--- config.mk ---
export PLATFORM = sky130hd
export DESIGN_NAME = nssd_ram
export DESIGN_NICKNAME = d
export VERILOG_FILES = /design/src/rtl/core/nssd_ram.sv
export SDC_FILE = /design/constraint.sdc
export NUM_CORES = 1
export LEC_CHECK = 0
export BUFFER_PORTS_ARGS = -buffer_cell sky130_fd_sc_hd__buf_2
export CAP_MARGIN = 20
export CORE_MARGIN = 2
export CORE_UTILIZATION = 45
export CTS_CLUSTER_SIZE = 20
export DETAILED_ROUTE_END_ITERATION = 6
export GPL_TIMING_DRIVEN = 0
export PLACE_DENSITY = 0.68
export SYNTH_ARGS = -nofsm -noshare
export SYNTH_HDL_FRONTEND = slang
export SYNTH_SLANG_ARGS = --single-unit
--- constraint.sdc ---
create_clock -name clk -period 3.2 [get_ports clk]
set_input_delay 0.48 -clock clk [delete_from_list [all_inputs] [get_ports clk]]
set_output_delay 0.48 -clock clk [all_outputs]
set_load 0.01 [all_outputs]
--- src/rtl/core/nssd_ram.sv ---
// generic single write port ram with registered read
module nssd_ram #(
	parameter int WIDTH = 8,
	parameter int DEPTH = 64
) (
	input  logic                                       clk,
	input  logic                                       wr_en,
	input  logic [((DEPTH > 1) ? $clog2(DEPTH) : 1)-1:0] wr_addr,
	input  logic [WIDTH-1:0]                           wr_data,
	input  logic                                       rd_en,
	input  logic [((DEPTH > 1) ? $clog2(DEPTH) : 1)-1:0] rd_addr,
	output logic [WIDTH-1:0]                           rd_data
);
	logic [WIDTH-1:0] mem_q [DEPTH];

	always_ff @(posedge clk) begin
		if (wr_en) begin
			mem_q[wr_addr] <= wr_data;
		end
		if (rd_en) begin
			rd_data <= mem_q[rd_addr];
		end
	end
endmodule

==> summary.md <==
| Metric | Value |
|---|---|
| Worst IR Drop VDD | approximately 0.38 mV |
| WP buf/inv | 3 |
| DP Wirelength | just over 30000 µm |
| Die Ht | between 200 and 250 µm |
| Post-synthesis compound-gate area fraction | 0.02064 |
| Slew Viols, Final | 0 |
| Synth Flop Type | edfxtp_1 |
| Crit Reg-Reg Startpoint | mem_q[21][6] |
| Simple-gate portion of the synthesized area | 0.03374 |
| Worst Path Max Fanout | 10 |
| Final instance area | 22910 µm² |
| Cell Area, Synth | ~20000 µm² |
| Starting density of the core | 0.4569 |
| Type of the worst setup path | in2reg |
| Static Leak | about 0.0071 µW |
| Post-synth EDFFs | 520 |
| Die extent in x | around 220 µm |
| GRT Total Usage | 0.2073 |
| Family with the most delay on the worst path | buffers and inverters |
| Final setup fails | 0 |
| # port buffers | 22 |
| Power Density | 619.1 nW/µm² |
| First-pass GRT wire length | 69220 µm |
| Final Hold Slack | just under 0.3 ns |
| Layout Skew | around 0.020 ns |
| Layout Nets | 1047 |
| Design Power | around 14000 µW |
| Post-Synth XOR/XNOR Area | 0 |
| Worst R2R Path Depth | 5 |
| # Post-CTS Setup Buffers | 0 |
| Status | complete, no violations |
| Synthesized flop and latch total | between 500 and 600 |
| Final min period | 2.959 ns |
| Crit path required time | about 3.5 ns |
| Vias | about 10000 |
| # H-tree levels | 2 |
| CTS root buf | clkbuf_16 |
| DR vias/cell | ~6 |
| Clock sinks | 520 |
| WL final | approximately 48000 µm |
| Initial antenna violation count | 4 |
| Routability congestion estimate | ~0.96 |
| Area leader, netlist | edfxtp_1 |
| Slowest-stage cell, CP | buf_1 |
| Skew-Pair Late Insertion Delay | ~0.57 ns |
| Critical Path Start Type | input pin |
| Multiplexer share of the synthesized area | 0.1588 |
| Slowest stage delay, CP | approximately 0.90 ns |
| Final Hold Viols | 0 |
| Number of routed nets with antenna violations | 0 |
| Slew @ Worst Pin | 1.168 ns |
| Worst setup endpoint | rd_data[6] |
| Pin count of the biggest net entering global routing | 65 |
| Clock Tree Buf Depth | 3 |
| Share of cells above drive strength 1 | 0.2620 |
| Vias in the first global route | between 10000 and 15000 |
| GR Util met2 | 0.3267 |
| Seq/Total Area, Yosys | 0.7712 |
| Pre-antenna DRT Iters | 5 |
| RSZ-0062 raised after global routing | false |
| Max Cap Viol | 0 |
| CTS buffer count | 50 |
| Crit. Startpoint | rd_addr[1] |
| Area share of the largest cell type after synthesis | 0.7712 |
| CP cell instances | buf_4, buf_2, buf_1, nand2_1, o221ai_1, nor2_1, nor3_1, o32ai_1 |
| GR peak layer | met2 |
| Crit path arrival time | ~3.2 ns |
| Max transition margin | 0.2212 |
| Post_cts resized | 0 |
| Worst reg2reg setup slack | roughly 0.86 ns |
| Syn_area_per_cell | roughly 22 µm² |
| Post-Syn Instances | 940 |
| Post-synth ARST share | 0 |
| Top cells by area, synth | edfxtp_1 77%, mux4_2 14%, nor2_1 1.5% |
| Post-synth cell types | 39 |
| Critical Path Sink Type | register |
| Dpl cell area | around 21000 µm² |
| Core area | around 44000 µm² |
| Fin crit share | 0.9248 |
| Largest family of logic cells by synthesized area | multiplexers |
| Area grow syn2layout | 13.15% |
| Adder-cell share of the synthesized area | 0 |
| Initial drt markers | 1347 |
| Overflow after GRT | 0 |
| Min-delay worst type | in2reg |
| CP Depth | 8 |
| Mapped Nets | a little under 1000 |
| Met1 Use GR | 0.2968 |
| Remaining DRCs | 0 |
| CTS tree | done |
| Die area | roughly 47000 µm² |
| Rows | between 70 and 80 |
| Clock transition at the registers of the reported paths | 0.06 ns |
| End of the worst register-to-register path | rd_data[6] |
| Max frequency | ~340 MHz |
| Yosys warns | 0 |
| Hold buffers post-CTS | 0 |
| Boundary Pins | 31 |
| Average wire per standard cell | between 20 and 30 µm |
| Met3 Track Usage GR | 0.04014 |
==> registers in the layout (all words and copies together), names as in the netlist <==
signal and count:
mem_q 512, rd_data 8
==> synth_stat cells (all sizes together), types with 2 or more instances <==
| library cell | instances |
|---|---|
| o221ai | 8 |
| o2111ai | 3 |
| nor4 | 2 |
| a211oi | 4 |
| nand3 | 13 |
| buf | 34 |
| o21ai | 4 |
| nand4 | 2 |
| a221oi | 6 |
| nor2b | 14 |
| a2111oi | 2 |
| nand3b | 3 |
| mux4 | 126 |
| mux2 | 13 |
| o32ai | 2 |
| o22ai | 8 |
| clkbuf | 17 |
| nand2b | 7 |
| o41ai | 2 |
| mux2i | 23 |
| nand2 | 19 |
| edfxtp | 520 |
| a21oi | 3 |
| nor2 | 83 |
| a22oi | 3 |
| nor3 | 7 |
| o2bb2ai | 3 |
| o21a | 2 |
| o221a | 2 |
==> worst reg2reg max path, stage by stage (launching register included) <==
cell      delay, ns
edfxtp_1       0.39
mux4_2         0.50
mux2_2         0.30
o221a_2        0.29
nor3_1         0.33
o32ai_1        0.23
==> worst min path at each step <==
stage                    start           to  slack, ns  cells after the start
floorplan           wr_data[0]  mem_q[0][0]       0.58                      0
global placement         rd_en   rd_data[1]       0.86                      1
detailed placement       rd_en   rd_data[0]       0.87                      1
CTS                      rd_en   rd_data[5]       0.28                      1
global route        wr_data[1]  mem_q[7][1]       0.29                      1
finish              wr_data[1]  mem_q[7][1]       0.29                      1
==> final cells by class <==
type                    count  area (µm²)
flip-flops and latches    520       15620
fillers                  3483       21410
diodes                      2       5.005
repair buffers             32       292.8
clock buffers              57        1299
clock inverters            36       325.3
well taps                 592       740.7
plain buffers              51       316.6
multi-input cells         369        4315
==> through the flow <==
stage | std cells | utilization | setup WS (ns) | setup TNS, ns
after floorplan | 940 | - | 0.9137 | 0
final | 1659 | 0.5169 | 0.2406 | 0
after global placement | 1554 | 0.4761 | -0.2313 | -0.7276
after global routing | 1657 | 0.5168 | 0.1329 | 0
after CTS | 1650 | 0.5135 | 0.2905 | 0
after detailed placement | 1557 | 0.4768 | -0.2485 | -0.8796
==> kinds of logic after synthesis <==
group | Yosys count
flops | 520
mux | 162
simple gates | 153
buf+inv | 51
compound gates | 54
==> report_power, final <==
part | internal (µW) | total [µW] | leakage (µW) | switching, µW
Sequential | 7550 | 7560 | 0.00469 | 13.6
Combinational | 284 | 769 | 0.00163 | 485
Clock | 3390 | 5850 | 0.000805 | 2460
Total | 11200 | 14200 | 0.00712 | 2950
==> layer usage <==
metal | share of wire | wire [µm] | vias to the layer above
li1 | - | - | 4112
met1 | 0.41 | 19510 | 5269
met2 | 0.48 | 22820 | 530
met3 | 0.089 | 4259 | 87
met4 | 0.028 | 1336 | 0
met5 | 0 | 0 | -
==> layout by cell type, fill, tap and decap left out, types with 3 or more instances in the layout <==
cell type / n
clkbuf_16: 51
mux2_2: 13
o221ai_1: 8
edfxtp_1: 520
nand2_1: 19
o22ai_1: 8
buf_12: 9
buf_4: 15
a211oi_1: 4
buf_6: 4
nor3_1: 7
nand2b_1: 7
clkinv_1: 11
a22oi_1: 3
a221oi_1: 6
a21oi_1: 3
nor2_1: 83
buf_2: 33
bufinv_16: 6
mux4_2: 126
buf_1: 4
clkinv_2: 16
nand3b_1: 3
o2bb2ai_1: 3
nand3_1: 13
clkbuf_1: 23
o2111ai_1: 3
nor2b_1: 14
mux2i_1: 23
Power figures use the tool's default switching activity.
